`config.mk`:
```
export PLATFORM = sky130hd
export DESIGN_NAME = hla_out_fifo_flat
export DESIGN_NICKNAME = d
export VERILOG_FILES = /design/src/hw/rtl/hla_pkg.sv /design/src/hw/rtl/hla_if.sv /design/src/hw/rtl/hla_out_fifo.sv /design/src/flat_wrapper.sv
export SDC_FILE = /design/constraint.sdc
export NUM_CORES = 1
export LEC_CHECK = 0
export ABC_AREA = 1
export ABC_CLOCK_PERIOD_IN_PS = 5300
export CAP_MARGIN = 40
export CORE_MARGIN = 2
export CORE_UTILIZATION = 60
export DETAILED_ROUTE_END_ITERATION = 16
export DONT_BUFFER_PORTS = 1
export GPL_ROUTABILITY_DRIVEN = 0
export PLACE_DENSITY = 0.74
export SETUP_SLACK_MARGIN = 0.2
export SYNTH_ARGS = -nofsm -noshare
export SYNTH_HDL_FRONTEND = slang
export SYNTH_SLANG_ARGS = --single-unit
```
`constraint.sdc`:
```
create_clock -name clk -period 5.3 [get_ports clk]
set_input_delay 0.795 -clock clk [delete_from_list [all_inputs] [get_ports clk]]
set_output_delay 0.795 -clock clk [all_outputs]
set_load 0.02 [all_outputs]
```
`src/hw/rtl/hla_pkg.sv`:
```
// ----------------------------------------------------------------------------
// hla_pkg: shared constants, types and helpers
// Sizes, character codes, token modes and result types of the hex label
// assembler.
// ----------------------------------------------------------------------------
package hla_pkg;

  localparam int NAME_LEN   = 60;
  localparam int MAX_LABELS = 256;

  localparam int NL_W = $clog2(NAME_LEN + 1);
  localparam int NI_W = $clog2(NAME_LEN);
  localparam int LC_W = $clog2(MAX_LABELS + 1);
  localparam int LI_W = $clog2(MAX_LABELS);
  localparam int NA_W = $clog2(MAX_LABELS * NAME_LEN);

  localparam logic [7:0] CH_COLON = 8'd58;
  localparam logic [7:0] CH_AT    = 8'd64;
  localparam logic [7:0] CH_HASH  = 8'd35;
  localparam logic [7:0] CH_SEMI  = 8'd59;
  localparam logic [7:0] CH_LF    = 8'd10;
  localparam logic [7:0] CH_CR    = 8'd13;
  localparam logic [7:0] CH_SP    = 8'd32;
  localparam logic [7:0] CH_TAB   = 8'd9;

  localparam logic [2:0] MODE_NORMAL     = 3'd0;
  localparam logic [2:0] MODE_COMMENT    = 3'd1;
  localparam logic [2:0] MODE_LABEL_NAME = 3'd2;
  localparam logic [2:0] MODE_LABEL_SKIP = 3'd3;
  localparam logic [2:0] MODE_PTR_SKIP   = 3'd4;
  localparam logic [2:0] MODE_PTR_NAME   = 3'd5;

  localparam logic [1:0] ST_OK    = 2'd0;
  localparam logic [1:0] ST_UNDEF = 2'd1;
  localparam logic [1:0] ST_FULL  = 2'd2;

  typedef struct packed {
    logic [7:0] out_byte;
    logic       last_of_run;
    logic [1:0] status;
  } res_t;

  typedef struct packed {
    logic push;
    logic two;
    res_t r0;
    res_t r1;
  } push_t;

  // Returns {valid, value} for a hexadecimal digit.
  function automatic logic [4:0] hex_value(input logic [7:0] c);
    logic [4:0] v;
    v = 5'd0;
    if (c >= 8'd48 && c <= 8'd57) v = {1'b1, 4'(c - 8'd48)};
    else if (c >= 8'd97 && c <= 8'd102) v = {1'b1, 4'(c - 8'd87)};
    else if (c >= 8'd65 && c <= 8'd70) v = {1'b1, 4'(c - 8'd55)};
    return v;
  endfunction

endpackage

```
`src/hw/rtl/hla_if.sv`:
```


interface hla_out_if;
  logic       valid;
  logic       ready;
  logic [7:0] out_byte;
  logic       last_of_run;
  logic [1:0] status;
  modport source (output valid, output out_byte, output last_of_run, output status,
                  input ready);
  modport sink (input valid, input out_byte, input last_of_run, input status,
                output ready);
endinterface

```
`src/hw/rtl/hla_out_fifo.sv`:
```
// ----------------------------------------------------------------------------
// hla_out_fifo: result queue
// Four-entry queue that takes one or two results at once.
// ----------------------------------------------------------------------------
module hla_out_fifo
  import hla_pkg::*;
(
  input  logic   clk,
  input  logic   rst_n,
  input  push_t  push,
  output logic   room,
  output logic [2:0] count,
  hla_out_if.source out_ch
);

  res_t       q [4];
  logic [1:0] wp_r, wp_nxt, rp_r, rp_nxt;
  logic [2:0] cnt_r, cnt_nxt;
  logic       pop;

  assign pop = out_ch.valid && out_ch.ready;

  always_comb begin
    wp_nxt  = wp_r;
    rp_nxt  = rp_r;
    cnt_nxt = cnt_r;
    if (pop) begin
      rp_nxt  = rp_r + 2'd1;
      cnt_nxt = cnt_nxt - 3'd1;
    end
    if (push.push) begin
      wp_nxt  = wp_r + (push.two ? 2'd2 : 2'd1);
      cnt_nxt = cnt_nxt + (push.two ? 3'd2 : 3'd1);
    end
  end

  always_ff @(posedge clk) begin
    if (!rst_n) begin
      wp_r  <= 2'd0;
      rp_r  <= 2'd0;
      cnt_r <= 3'd0;
    end else begin
      wp_r  <= wp_nxt;
      rp_r  <= rp_nxt;
      cnt_r <= cnt_nxt;
    end
  end

  always_ff @(posedge clk) begin
    if (push.push) begin
      q[wp_r] <= push.r0;
      if (push.two) begin
        q[wp_r + 2'd1] <= push.r1;
      end
    end
  end

  assign room               = cnt_r <= 3'd2;
  assign count              = cnt_r;
  assign out_ch.valid       = cnt_r != 3'd0;
  assign out_ch.out_byte    = q[rp_r].out_byte;
  assign out_ch.last_of_run = q[rp_r].last_of_run;
  assign out_ch.status      = q[rp_r].status;

endmodule

```
`src/flat_wrapper.sv`:
```
// flat-port wrapper written by rule: the top's interface ports become plain ports
module hla_out_fifo_flat import hla_pkg::*;
  (clk, rst_n, push, room, count, out_ch_valid, out_ch_out_byte, out_ch_last_of_run, out_ch_status, out_ch_ready);
  hla_out_if out_ch_i ();
  input  logic clk;
  input  logic rst_n;
  input  push_t push;
  output logic room;
  output logic [2:0] count;
  output wire logic [$bits(out_ch_i.valid)-1:0] out_ch_valid;
  output wire logic [$bits(out_ch_i.out_byte)-1:0] out_ch_out_byte;
  output wire logic [$bits(out_ch_i.last_of_run)-1:0] out_ch_last_of_run;
  output wire logic [$bits(out_ch_i.status)-1:0] out_ch_status;
  input wire logic [$bits(out_ch_i.ready)-1:0] out_ch_ready;
  assign out_ch_valid = out_ch_i.valid;
  assign out_ch_out_byte = out_ch_i.out_byte;
  assign out_ch_last_of_run = out_ch_i.last_of_run;
  assign out_ch_status = out_ch_i.status;
  assign out_ch_i.ready = out_ch_ready;
  hla_out_fifo u_core (.clk(clk), .rst_n(rst_n), .push(push), .room(room), .count(count), .out_ch(out_ch_i));
endmodule
```
**Word level (Yosys, flattened, before mapping)**

Memories as Yosys holds them, arrays and structs flattened. A register that Yosys moved wholly into a read port is not among the register bits.
Index checks and enable logic that the tools add are counted.

- $lt $le $gt $ge: 1
- Reductions and logical operators: 2
- Multiplexer cells: 11
- $add $sub $neg: 5

Operators by type and width:

| operator | count |
|---|---|
| $mux 2 | 4 |
| $mux 3 | 2 |
| $mux 1 | 5 |
| $add 2x1->2 const B | 2 |
| $add 3x3->3 | 1 |
| $le 3x2->1 const B | 1 |
| $reduce_bool 3->1 | 1 |
| $sub 3x1->3 const B | 1 |
| $add 2x2->2 | 1 |
| $logic_and 1x1->1 | 1 |

- Input port bits: 27
- Word-level logic and storage cells: 23
- Flip-flop bits (word level): 7
- Memories kept: 1
- RAM bits: 44

Memory list:

| name | words | bits a word | read ports | clocked after Yosys merged registers in | wr ports | line | RTL |
|---|---|---|---|---|---|---|---|
| u_core.q | 4 | 11 | 1 | 1 | 2 | hla_out_fifo.sv:16 | `res_t q [4];` |

**Depth between registers and ports, before layout**

- Depth after elaboration: 5
- Mapped depth: 14
- Gate-level depth less buffers: 14

**Worst setup path before layout**

Ideal clock, no wire load.

- Path type: register to register
- Start: reg u_core.cnt_r[0] (netlist: u_core.count[0])
- End: reg u_core.cnt_r[2] (netlist: u_core.count[2])
- Required time: 5184 ps
- Path buffers: 0
- Stages on the path, launching flop included: 13
- Setup time: 116 ps
- Path slack: 3051 ps
- Data arrival time: 2133 ps
- Cell sequence: dfxtp_1 inv_1 ha_1 nand2_1 nand2_1 nand2_1 nand2_1 ha_1 fa_1 nand3_1 nand2_1 o21ai_0 nor2_1

- Word-level cells in the longest chain between the ends: 5

RTL lines:

| what | line | RTL |
|---|---|---|
| start, declared | hla_out_fifo.sv:18 | `logic [2:0] cnt_r, cnt_nxt;` |
| start signal, assigned | hla_out_fifo.sv:45 | `cnt_r <= cnt_nxt;` |
| $reduce_bool 3->1 * | hla_out_fifo.sv:60 | `assign out_ch.valid = cnt_r != 3'd0;` |
| via out_ch_valid | flat_wrapper.sv:10 | `output wire logic [$bits(out_ch_i.valid)-1:0] out_ch_valid;` |
| $logic_and 1x1->1 * | hla_out_fifo.sv:21 | `assign pop = out_ch.valid && out_ch.ready;` |
| $mux 3 * | hla_out_fifo.sv:27 | `if (pop) begin` |
| $add 3x3->3 | hla_out_fifo.sv:33 | `cnt_nxt = cnt_nxt + (push.two ? 3'd2 : 3'd1);` |
| $mux 3 * | hla_out_fifo.sv:31 | `if (push.push) begin` |

Mark *: on every way through the listed nets, which the timed path passes. The rest lies on a longest branch.
A chain may end at the register's enable or synchronous reset.

==> reports/results.ini <==
[clock_network]
insertion_delay_ps=310
clockBufferDepth=2
post-cts-setup-buffers=0
cts_max_level=2
cts-resized-gates=0
cts_tree=done
root_buffer=clkbuf_8
cts_buffers=5
ctsHoldBuffers=0
cts.reportedPaths.clkPinSlew_ps=90
clkSinkCount=53

[floorplan]
dieArea_um2=5250
core_area_um2=4440
io_pins=43
start_util_pct=63.2
rows=24
die_w_um=72.4
die_h_um=72.4

[run]
maxCapViolations=0

[power]
swShare_pct=32.5
sequentialPowerShare_pct=54.7
p_per_area_nw_per_um2=331
p_leak_uw=0.00119
p_int_uw=637
combPwrFrac_pct=20.9
p_switching_uw=307
pwr-share-clk_pct=24.4
irDropWorstVdd_v=0.000204

[critical_path]
cp-start-kind=register
crit_arrival_ps=2130
worstPathRequired_ps=4510
r2r_cells=12
crit_type=register to primary output
r2r_start=u_core.count[0]
cp-end-kind=primary output
cp_max_fo=23
reg2reg_slack_ps=2850
r2r_end=u_core.count[2]

[min_path]
worstHoldStart=u_core.rp_r[0]
whs_path_depth=2
hp-class=register to register
hold_path_end=u_core.rp_r[0]

[logic_synthesis]
syn_avg_cell_area_um2=9.21
synth_cell_types=23
synth_top_area_share_pct=47.0
yosysWarnings=0
ys_ff_latch=53
yosys-top-cells-area=edfxtp_1, nand2_1, o21ai_2
synth_top_area_cell=edfxtp_1
syn_inst=305
netlist_area_um2=2810
syn_nets=338
ys_seq_area_share_pct=53.4

[global_route]
first_global_vias=1938
grt_max_degree=24
overflow=0
grt_usage_pct=23.2
antenna_found_initial=0
grt_pass1_wl_um=8970

[sta]
finalHoldViolCount=0
rsz0062_at_grt=no
finalCritPeriodShare_pct=55.2
report.final.slew_viol_count=0
setup-tns-final_ps=0
min_period_ps=2930
relSlewSlack_pct=51.4
max_freq_ghz=0.342
finalClockSkew_ps=6.39
setup_viol=0
worstMarginPinSlew_ps=727

[layout]
mostFrequentLayoutCell=nand2_1
areaGrowthSynthToFinish_pct=1.51
drive_above_1_share_pct=13.4
final_nets=331
fillers=399
antennaDiodeCount=0
layout_common_cells=nand2_1, edfxtp_1, nor2_1, o21ai_0, inv_1
design_area_um2=2850

[route]
routed_wl_um=5470
drt_iter0_drc=179
final_antenna_net_count=0
drc=0
vias_per_cell=5.72
vias=2007
wl_per_cell_um=15.6
drt-pass1-iter-count=4

[run_status]
status=complete, no violations

[placed_design]
port_buffers=0
hpwl_um=3740
dpl_cell_area_um2=2760

==> layer usage <==
layer  wire [um]  up-vias  global-route usage, %
met1        2320      941                   27.1
met5           0        -                      0
met2        2830       48                   41.5
met4          29        0                   6.79
li1            -     1016                      -
met3         299        2                   6.81
==> cells by family (layout without fill, tap and decap cells) <==
kind of cell | count (synthesis) | in the layout | share of synthesized area [%]
AOI/OAI and AO/OA | 84 | 84 | 18.7
adders and majority gates | 6 | 6 | 2.94
buffers and inverters | 44 | 38 | 8.19
DFF | 53 | 53 | 53.4
and+or+nand+nor | 118 | 118 | 16.7
==> sequential cells by signal, summed over array words and instances, names as in the netlist, named ones only <==
signal        cells
u_core.q         44
u_core.rp_r       2
u_core.count      3
u_core.wp_r       2
==> area by class of cell <==
type                       count  area [um2]  area share, %
multi-input combinational    208        1080           37.8
tap                           52        65.1           2.28
clock inverter                 3        22.5          0.789
clock buffer                   5        68.8           2.41
sequential                    53        1500           52.6
inverter                      29         109           3.82
timing repair buffer           1        7.51          0.263
==> worst max-delay path by stage <==
stage                                    end  slack [ps]  depth (start not counted)
after floorplan              u_core.count[2]        3050                         12
after detailed placement    out_ch_status[0]        2720                          3
after global placement    out_ch_out_byte[7]        2810                          3
after global routing      out_ch_out_byte[6]        2130                          3
final                     out_ch_out_byte[1]        2370                          3
after CTS                   out_ch_status[0]        2380                          3
==> worst max-delay path, stage by stage, from the launching register on <==
cell	delay, ps
dfxtp_1	800
inv_1	510
o21ai_0	300
o22ai_1	210
==> synthesized netlist by cell type <==
| master | count |
|---|---|
| dfxtp_1 | 9 |
| a21oi_1 | 2 |
| edfxtp_1 | 44 |
| nand2_1 | 68 |
| inv_1 | 27 |
| clkbuf_1 | 4 |
| o21ai_0 | 35 |
| nand3_1 | 8 |
| nand2_2 | 3 |
| nor2_1 | 37 |
| ha_1 | 5 |
| nand2_4 | 1 |
| buf_6 | 8 |
| fa_1 | 1 |
| a31oi_1 | 1 |
| o21ai_1 | 11 |
| buf_2 | 1 |
| buf_1 | 1 |
| o22ai_1 | 11 |
| buf_4 | 1 |
| nor2_2 | 1 |
| inv_2 | 2 |
| o21ai_2 | 24 |
==> power by group through the flow <==
stage                     logic, uW  clock network (uW)  registers, uW
after floorplan                 179                   0            513
after global placement          193                   0            524
after detailed placement        199                   0            526
after CTS                       200                 231            516
after global routing            224                 243            521
final                           197                 230            516
==> stage by stage <==
stage	hold WS [ps]	utilization (%)	worst slack [ps]	power, uW	cells
after floorplan	465	-	3050	692	305
after global placement	479	62.1	2810	717	343
after detailed placement	496	62.1	2720	725	343
after CTS	520	64.2	2380	947	351
after global routing	550	64.2	2130	988	351
final	524	64.2	2370	943	351
Note: power is estimated with default switching activity, not from simulation.
