==> config.mk <==
export PLATFORM = sky130hd
export DESIGN_NAME = hla_name_buf
export DESIGN_NICKNAME = d
export VERILOG_FILES = /design/src/hw/rtl/hla_pkg.sv /design/src/hw/rtl/hla_name_buf.sv
export SDC_FILE = /design/constraint.sdc
export NUM_CORES = 1
export LEC_CHECK = 0
export CORE_MARGIN = 2
export CORE_UTILIZATION = 61
export CTS_CLUSTER_DIAMETER = 60
export DETAILED_ROUTE_END_ITERATION = 8
export DONT_BUFFER_PORTS = 1
export PLACE_DENSITY = 0.87
export SYNTH_ARGS = -nofsm -noshare
export SYNTH_HDL_FRONTEND = slang
export SYNTH_SLANG_ARGS = --single-unit
==> constraint.sdc <==
create_clock -name clk -period 3.2 [get_ports clk]
set_input_delay 0.8 -clock clk [delete_from_list [all_inputs] [get_ports clk]]
set_output_delay 0.8 -clock clk [all_outputs]
set_load 0.005 [all_outputs]
==> src/hw/rtl/hla_pkg.sv <==
// ----------------------------------------------------------------------------
// hla_pkg: shared constants, types and helpers
// Sizes, character codes, token modes and result types of the hex label
// assembler.
// ----------------------------------------------------------------------------
package hla_pkg;

  localparam int NAME_LEN   = 60;
  localparam int MAX_LABELS = 256;

  localparam int NL_W = $clog2(NAME_LEN + 1);
  localparam int NI_W = $clog2(NAME_LEN);
  localparam int LC_W = $clog2(MAX_LABELS + 1);
  localparam int LI_W = $clog2(MAX_LABELS);
  localparam int NA_W = $clog2(MAX_LABELS * NAME_LEN);

  localparam logic [7:0] CH_COLON = 8'd58;
  localparam logic [7:0] CH_AT    = 8'd64;
  localparam logic [7:0] CH_HASH  = 8'd35;
  localparam logic [7:0] CH_SEMI  = 8'd59;
  localparam logic [7:0] CH_LF    = 8'd10;
  localparam logic [7:0] CH_CR    = 8'd13;
  localparam logic [7:0] CH_SP    = 8'd32;
  localparam logic [7:0] CH_TAB   = 8'd9;

  localparam logic [2:0] MODE_NORMAL     = 3'd0;
  localparam logic [2:0] MODE_COMMENT    = 3'd1;
  localparam logic [2:0] MODE_LABEL_NAME = 3'd2;
  localparam logic [2:0] MODE_LABEL_SKIP = 3'd3;
  localparam logic [2:0] MODE_PTR_SKIP   = 3'd4;
  localparam logic [2:0] MODE_PTR_NAME   = 3'd5;

  localparam logic [1:0] ST_OK    = 2'd0;
  localparam logic [1:0] ST_UNDEF = 2'd1;
  localparam logic [1:0] ST_FULL  = 2'd2;

  typedef struct packed {
    logic [7:0] out_byte;
    logic       last_of_run;
    logic [1:0] status;
  } res_t;

  typedef struct packed {
    logic push;
    logic two;
    res_t r0;
    res_t r1;
  } push_t;

  // Returns {valid, value} for a hexadecimal digit.
  function automatic logic [4:0] hex_value(input logic [7:0] c);
    logic [4:0] v;
    v = 5'd0;
    if (c >= 8'd48 && c <= 8'd57) v = {1'b1, 4'(c - 8'd48)};
    else if (c >= 8'd97 && c <= 8'd102) v = {1'b1, 4'(c - 8'd87)};
    else if (c >= 8'd65 && c <= 8'd70) v = {1'b1, 4'(c - 8'd55)};
    return v;
  endfunction

endpackage

==> src/hw/rtl/hla_name_buf.sv <==
// ----------------------------------------------------------------------------
// hla_name_buf: name buffer
// Holds the name being read; entries at or beyond the length read as zero.
// ----------------------------------------------------------------------------
module hla_name_buf
  import hla_pkg::*;
(
  input  logic            clk,
  input  logic            we,
  input  logic [NI_W-1:0] waddr,
  input  logic [7:0]      wdata,
  input  logic [NI_W-1:0] raddr,
  input  logic [NL_W-1:0] len,
  output logic [7:0]      rdata
);

  logic [7:0] mem [NAME_LEN];
  logic [7:0] data_r;
  logic       live_r;

  always_ff @(posedge clk) begin
    if (we) begin
      mem[waddr] <= wdata;
    end
    data_r <= mem[raddr];
    live_r <= NL_W'(raddr) < len;
  end

  assign rdata = live_r ? data_r : 8'd0;

endmodule

* Word-level counts from Yosys, hierarchy flattened
Memories as Yosys holds them, arrays and structs flattened. A register that Yosys moved wholly into a read port is not among the register bits.
Cells that the tools add are included.
** Operators by class
- Magnitude comparators :: 1
- Muxes and demuxes :: 3
** Operators with widths (count)
- two-way mux 8 bit :: 1
- less-than comparator 6 bit :: 1
- two-way mux 1 bit :: 2
** Storage, ports and cells
- Register bits after elaboration :: 1
- RAM bits :: 480
- Output and inout port bits :: 8
- Logic and storage cells :: 6
- Memories kept :: 1
** Memory list
- mem :: words 60, bits a word 8, rd ports 1, clocked after Yosys merged registers in 1, write ports 1, RTL line hla_name_buf.sv:17 : logic [7:0] mem [NAME_LEN];

* Depth between registers and ports, before layout
Gate-level depths: netlist of run 1.
- Word-level depth :: 2
- Mapped depth :: 8
- Mapped depth without buffers :: 7

* Least setup slack after synthesis of run 1
Ideal clock, no wire load.
- Path kind :: input -> register
- Start :: in raddr[0]
- End :: reg data_r[2] (read register of mem)
- Arrival time :: 2.373 ns
- Setup slack :: 0.708 ns
- Cell stages on the path :: 7
- Cell sequence :: clkbuf_1 buf_6 buf_2 mux4_2 mux2_2 o221ai_1 nor2_1
** RTL lines
- start, declared :: RTL line hla_name_buf.sv:12 : input logic [NI_W-1:0] raddr,
- end, declared :: RTL line hla_name_buf.sv:18 : logic [7:0] data_r;

* Worst setup path after layout of run 1
- Start :: in we
- End :: mem mem[51][7] (enable)
** On the way
- Word-level cells in the longest chain between the ends :: 2
** Ends and longest elaborated chain
- start, declared :: RTL line hla_name_buf.sv:9 : input logic we,
- two-way mux 1 bit :: RTL line hla_name_buf.sv:22 : if (we) begin
- two-way mux 1 bit (implied by the code) :: RTL line hla_name_buf.sv:23 : mem[waddr] <= wdata;
- end, declared :: RTL line hla_name_buf.sv:17
Every way passes these cells.

==> out/results.ini, run 1 <==
[die]
die-width_um=180.6
start_util_pct=62.05
die_y_um=180.6
rows=64
floorplan.die_area_mm2=0.03263
ios=36
core_area_mm2=0.03067

[timing]
setup_repair_after_global_routing_missed_its_margin=no
finalHoldViolations=0
fin_crit_sh_pct=66.43
report.final.slew_viol_count=0
final.setup.tns_ns=0
slew_headroom_pct=45.31
worst_slack_ns=1.074
timing_worst_slew_pin_value_ns=0.8173
clock_tree_skew_after_final_layout_ns=0.01669
timing.final.crit_period_ns=2.126
fmax_ghz=0.4704
finalSetupViolCount=0

[setup_path]
worstSetupPathType=input pin to flop
r2r_cells=4
crit_path_start_kind=input pin
critical_path.max_stage_delay_ns=0.77
crit_required_ns=3.38
rr_endpoint=data_r[1]
crit_arrival_ns=2.31
worstPathMaxFanout=8
reg2reg_setup_slack_ns=1.19
worstReg2RegStart=mem[35][1]
critical_path.endpoint_type=flop
crit_chain=nor2b_1, nand3_1, nor2_1
crit_path_top_delay_cell=sky130_fd_sc_hd__nor2_1

[synth]
synth_nets=922
synth_top_family_by_area=multiplexers
synth-compound-area-share_pct=1.479
count_of_flip_flops_with_a_built_in_enable_after_synthesis=480
synth.area.mux_share_pct=17.11
proportion_of_synthesized_chip_area_in_sequential_cells_pct=76.69
synth_seq_cells=489
synth_simple_gate_area_share_pct=3.071
synth_ff_type=sky130_fd_sc_hd__edfxtp_1
yosys.area_share.xor_xnor_pct=0
synth_area_mm2=0.01903
post_synthesis_area_per_instance_um2=21.41
syn-instance-count=889
synth-async-reset-ratio_pct=0
synth_fa_ha_area_share_pct=0.3288
post_synth_num_cell_types=35
synth_warnings=0

[global_routing]
initial_antenna_violation_count=0
gr-usage-all-layers_pct=26.28
grt_start_max_net_pins=121
grtUsageMet3_pct=5.295
grt_first_pass_wirelength_mm=62.42
grt.met1_usage_pct=36.29
globalRoute.busiestLayer=met2
grt.overflow.total=0
grt_pass1_vias=9694
globalRouteMet2Util_pct=43.32

[clock_tree]
cts_resized=0
cts_setup_buffers=0
inserted_clock_buffers=47
clk-insertion-delay-late_ns=0.56
tritoncts_clock_tree=yes
cts_max_level=2
cts_num_sinks=489
cts.hold.buffers_added=0
root_buffer=sky130_fd_sc_hd__clkbuf_16
cts.reportedPaths.clkPinSlew_ns=0.06
clockBufferDepth=3

[detailed_routing]
route.antenna.remaining_nets=0
routedWlPerCell_um=30.31
detailroute.via_count=9205
wirelength_mm=41.70
drc=0
drtPass1Iterations=6
vias_per_cell=6.690
first_iter_violations=1334

[place]
buffer_ports.inserted=0
detailedPlace.worstSlack_ns=0.5869
gp_congestion=0.8250
dp_hpwl_mm=23.51

[cells_and_area]
num-nets-final=976
post_route_cells_drive_above_1_share_pct=25.82
fillers=1716
area_growth_pct=11.55
antennaDiodeCount=0

[job]
max_cap_viols=0

[power_and_ir_drop]
power-per-cell-area_mw_per_mm2=612.4
maximum_vdd_drop_mv=0.5354
leakagePower_uw=0.006765

[worst_hold_path]
hold_start=wdata[7]
min_delay_path_depth=0
hold_path_end=mem[33][7]
min-delay-path-class=input pin to flop

[run_status]
result_of_the_run=complete, no violations

[placed cells by master (no fill, tap or decap), drive strengths merged, types with 10 or more instances in the layout]
| cell type | n |
|---|---|
| buf | 53 |
| clkbuf | 55 |
| clkinv | 20 |
| edfxtp | 480 |
| mux2i | 43 |
| mux4 | 123 |
| nand2 | 10 |
| nor2 | 70 |
| o21ai | 11 |
| o22ai | 15 |
[metrics by stage]
| stage | hold slack [ns] | util (%) | std cells | total power [µW] | area, µm² |
|---|---|---|---|---|---|
| final | 0.3345 | 69.22 | 1376 | 13000 | 21230 |
| after global routing | 0.3222 | 69.22 | 1376 | 13300 | 21230 |
| after CTS | 0.3341 | 69.22 | 1376 | 13030 | 21230 |
| after detailed placement | 0.7460 | 64.21 | 1290 | 7641 | 19690 |
| after global placement | 0.7267 | 64.21 | 1290 | 7626 | 19690 |
| after floorplan | 0.7005 | - | 889 | 7625 | 19030 |
[flip-flops by register name (all words and copies together), names as in the netlist]
name,count
mem,480
live_r,1
data_r,8
[cell usage after synthesis, drive strengths merged (3+ instances only)]
| library cell | instances | area [µm²] |
|---|---|---|
| buf | 22 | 133.9 |
| and2 | 8 | 50.05 |
| mux2 | 5 | 56.30 |
| ha | 5 | 62.56 |
| a21oi | 9 | 45.04 |
| o22ai | 15 | 93.84 |
| o211ai | 4 | 30.03 |
| mux4 | 123 | 2770 |
| clkbuf | 26 | 97.59 |
| edfxtp | 480 | 14410 |
| nand2 | 10 | 37.54 |
| inv | 5 | 18.77 |
| nor2 | 70 | 262.8 |
| nand2b | 5 | 31.28 |
| o21ai | 11 | 55.05 |
| nand3b | 6 | 45.04 |
| mux2i | 43 | 430.4 |
| or3b | 3 | 26.28 |
| nor3 | 7 | 35.03 |
| nand3 | 5 | 25.02 |
| nor2b | 5 | 31.28 |
| dfxtp | 9 | 180.2 |
[metal layers]
| layer | routed length [µm] | part of all wire, % | vias up |
|---|---|---|---|
| met2 | 21110 | 51 | 596 |
| met3 | 3942 | 9.5 | 94 |
| li1 | - | - | 3788 |
| met4 | 1224 | 2.9 | 0 |
| met1 | 15420 | 37 | 4727 |
| met5 | 0 | 0 | - |
[critical path: cells and delay by family]
kind          cells  cell delay, ns
simple gates      3            1.50
[cell families after synthesis]
group | after synthesis
buffers and inverters | 53
and+or+nand+nor | 125
DFF | 489
muxes | 171
AOI/OAI and AO/OA | 46
adders and majority gates | 5
[final cells by class]
cell class	instances	area, µm²	area share (%)
flip-flops and latches	489	14590	68.75
multi-input cells	347	4185	19.72
clock buffers	55	1249	5.882
well taps	396	495.5	2.334
repair buffers	53	397.9	1.874
clock inverters	31	287.8	1.356
inverters	5	18.77	0.08841
[how the worst max path moves through the flow]
stage | endpoint | slack [ns] | startpoint | cells after the start
after global placement | mem[51][7] | 0.72 | we | 3
after floorplan | data_r[2] | 0.71 | raddr[0] | 7
final | mem[51][7] | 1.07 | we | 3
after detailed placement | mem[51][4] | 0.59 | we | 3
after global routing | rdata[1] | 1.01 | live_r | 1
after CTS | rdata[1] | 1.06 | live_r | 1
[report_power, final]
group	internal, µW	switching (µW)
clock	3200	2290
sequential	7090	20.3
combinational	226	179
total	10500	2490
(Power assumes the default switching activity.)
==> run 2, diff against run 1 <==
--- a/config.mk
+++ b/config.mk
@@ -5,6 +5,7 @@
 export SDC_FILE = /design/constraint.sdc
 export NUM_CORES = 1
 export LEC_CHECK = 0
+export ABC_AREA = 1
 export CORE_MARGIN = 2
 export CORE_UTILIZATION = 61
 export CTS_CLUSTER_DIAMETER = 60
==> constraint.sdc (replaced) <==
create_clock -name clk -period 2.1 [get_ports clk]
set_input_delay 0.525 -clock clk [delete_from_list [all_inputs] [get_ports clk]]
set_output_delay 0.525 -clock clk [all_outputs]
set_load 0.005 [all_outputs]
==> run 2 against run 1 <==
Design area increased by 5.1%. Critical endpoint is now rdata[7]. Sequential cell count is the same. Clock skew grew 0.0063 ns. Final cell count grew 65%. Worst setup slack worse by 1.0 ns. Highest routed layer unchanged.
==> out/results.ini, run 2 <==
[cells_and_area]
number_of_flip_flops_in_the_largest_register=480  ; unchanged
antennaDiodeCount=0  ; unchanged
final_common_cell=sky130_fd_sc_hd__nand2_1
post_route_cells_drive_above_1_share_pct=8.074  ; -18 points
layout_common_cells=sky130_fd_sc_hd__nand2_1, sky130_fd_sc_hd__edfxtp_1, sky130_fd_sc_hd__nand3_1
fillers=2124  ; +24%
num-nets-final=1832  ; +88%
layout_top_registers=mem (480), data_r (8), live_r (1)
registers.top_by_ff_count=mem
area_growth_pct=10.46
layout.cells.non_filler=2275  ; +65%

[setup_path]
reg2reg_setup_slack_ns=0.76  ; -0.43 ns
worstReg2RegStart=mem[29][4]
crit_required_ns=1.57  ; -1.81 ns
rr_endpoint=data_r[4]
crit_arrival_ns=1.50  ; -0.81 ns
critical_path.endpoint_type=primary output
worstPathMaxFanout=8  ; unchanged
worstSetupPathType=flop to primary output
r2r_cells=8  ; +4
crit_path_start_kind=flop

[die]
start_util_pct=62.08  ; about the same
rows=66  ; +3.1%
die_y_um=186.0  ; +3.0%
floorplan.die_area_mm2=0.03458  ; +6.0%
die-width_um=186.0  ; +3.0%
core_area_mm2=0.03254  ; +6.1%
ios=36  ; unchanged

[clock_tree]
tritoncts_clock_tree=yes
cts_num_sinks=489  ; unchanged
cts_max_level=2  ; unchanged
cts_resized=0  ; unchanged
root_buffer=sky130_fd_sc_hd__clkbuf_16
clockBufferDepth=3  ; unchanged
cts_setup_buffers=0  ; unchanged
clk-insertion-delay-late_ns=0.57  ; about the same
cts.reportedPaths.clkPinSlew_ns=0.06  ; about the same
cts.hold.buffers_added=0  ; unchanged
inserted_clock_buffers=46  ; -2.1%

[synth]
synth.largest_area_cell=sky130_fd_sc_hd__edfxtp_1
post_synthesis_area_per_instance_um2=11.39  ; -47%
synth_seq_cells=489  ; unchanged
synth_ff_type=sky130_fd_sc_hd__edfxtp_1
proportion_of_synthesized_chip_area_in_sequential_cells_pct=72.25  ; -4.4 points
synth-async-reset-ratio_pct=0  ; unchanged
synthMostInstantiatedCell=sky130_fd_sc_hd__nand2_1
netlist.area_leader.share_pct=71.36  ; -4.4 points
synth_top_cells_by_count=sky130_fd_sc_hd__nand2_1, sky130_fd_sc_hd__edfxtp_1, sky130_fd_sc_hd__nand3_1, sky130_fd_sc_hd__nor2_1, sky130_fd_sc_hd__inv_1
post_synth_num_cell_types=22  ; -37%
synth_nets=1807  ; +96%
count_of_flip_flops_with_a_built_in_enable_after_synthesis=480  ; unchanged
syn-instance-count=1774  ; +100%
yosys-top-cells-area=sky130_fd_sc_hd__edfxtp_1, sky130_fd_sc_hd__nand2_1, sky130_fd_sc_hd__nand3_1, sky130_fd_sc_hd__nor2_1, sky130_fd_sc_hd__inv_1
synth_area_mm2=0.02020  ; +6.1%
synth_warnings=0  ; unchanged

[place]
buffer_ports.inserted=0  ; unchanged
gp_congestion=0.9148  ; +11%
dp_hpwl_mm=27.76  ; +18%
numPlacedInstances=2193  ; +70%

[run_status]
result_of_the_run=complete, no violations

[timing]
fin_crit_sh_pct=96.47
final.setup.tns_ns=0  ; unchanged
finalHoldViolations=0  ; unchanged
timing.final.crit_period_ns=2.026
clock_tree_skew_after_final_layout_ns=0.02297  ; +0.006279 ns
finalSetupViolCount=0  ; unchanged
report.final.slew_viol_count=0  ; unchanged
slew_headroom_pct=59.35  ; +14 points
timing_worst_slew_pin_value_ns=0.6091  ; -0.2083 ns
setup_repair_after_global_routing_missed_its_margin=no
fmax_ghz=0.4936

[worst_hold_path]
min-delay-path-class=input pin to flop
min_delay_path_depth=0  ; unchanged
hold_start=wdata[1]
hold_path_end=mem[26][1]

[detailed_routing]
detailroute.via_count=14070  ; +53%
drtPass1Iterations=6  ; unchanged
vias_per_cell=6.183  ; -7.6%
routedWlPerCell_um=21.67  ; -28%
first_iter_violations=2316  ; +74%
wirelength_mm=49.30  ; +18%
drc=0  ; unchanged
route.antenna.remaining_nets=0  ; unchanged

[global_routing]
grt.overflow.total=0  ; unchanged
gr-usage-all-layers_pct=29.40  ; +3.1 points
initial_antenna_violation_count=0  ; unchanged
grt_pass1_vias=13600  ; +40%
grt_first_pass_wirelength_mm=76.06  ; +22%
grt_start_max_net_pins=243  ; +100%

[power_and_ir_drop]
leakagePower_uw=0.008272  ; +22%
power-per-cell-area_mw_per_mm2=877.1  ; +43%
maximum_vdd_drop_mv=0.9318  ; +74%

[job]
max_cap_viols=0  ; unchanged

[run 2: worst max-delay path, stage by stage (launching register included)]
cell,delay [ns]
sky130_fd_sc_hd__dfxtp_1,0.59
sky130_fd_sc_hd__nand2_1,0.24
sky130_fd_sc_hd__inv_1,0.12
[run 2: stage by stage]
stage | utilization, % | total power, µW | setup WS (ns) | instance area [µm²] | hold WS (ns)
after floorplan | - | 11780 | -0.08081 | 20200 | 0.6205
after global placement | 64.26 | 11900 | 0.2437 | 20910 | 0.6267
after detailed placement | 64.26 | 11940 | 0.1421 | 20910 | 0.6263
after CTS | 68.58 | 19590 | 0.1122 | 22310 | 0.03855
after global routing | 68.58 | 20060 | 0.02225 | 22310 | 0.04511
final | 68.58 | 19570 | 0.07417 | 22310 | 0.05630
[run 2: how the worst max path moves through the flow]
stage / slack (ns) / to / start / cells past startpoint
after CTS: 0.11 / rdata[2] / live_r / 2
after detailed placement: 0.14 / mem[51][3] / waddr[0] / 5
after floorplan: -0.08 / mem[34][0] / waddr[1] / 3
final: 0.07 / rdata[7] / live_r / 2
after global placement: 0.24 / data_r[1] / raddr[0] / 8
after global routing: 0.02 / rdata[7] / live_r / 2
[run 2: logic make-up after synthesis]
family,Yosys count,synth area share (%)
AND/OR/NAND/NOR,1057,22.08
flip-flops,489,72.25
buffers and inverters,174,4.088
AO/OA/AOI/OAI,49,1.270
adder cells (fa/ha/maj),5,0.3097
[run 2: final cells by class]
class / instances / area, µm² / share of cell area (%)
well taps: 442 / 553.0 / 2.479
flip-flops and latches: 489 / 14590 / 65.41
clock buffers: 56 / 1210 / 5.423
multi-input cells: 1111 / 4780 / 21.42
clock inverters: 26 / 193.9 / 0.8692
inverters: 69 / 266.5 / 1.194
repair buffers: 82 / 715.7 / 3.208
[run 2: per-layer routing]
layer | up-vias | part of all wire (%) | track usage [%]
met5 | - | 0 | 0
met4 | 0 | 5.5 | 15.65
met3 | 207 | 11 | 5.028
met2 | 1106 | 48 | 47.42
met1 | 6558 | 35 | 38.64
li1 | 6195 | - | -
[run 2: where the power goes]
group	leakage (µW)	switching, µW	internal, µW
registers	0.00439	33.5	10800
logic	0.00319	633	306
clock network	0.000685	3460	4340
total	0.00827	4120	15400
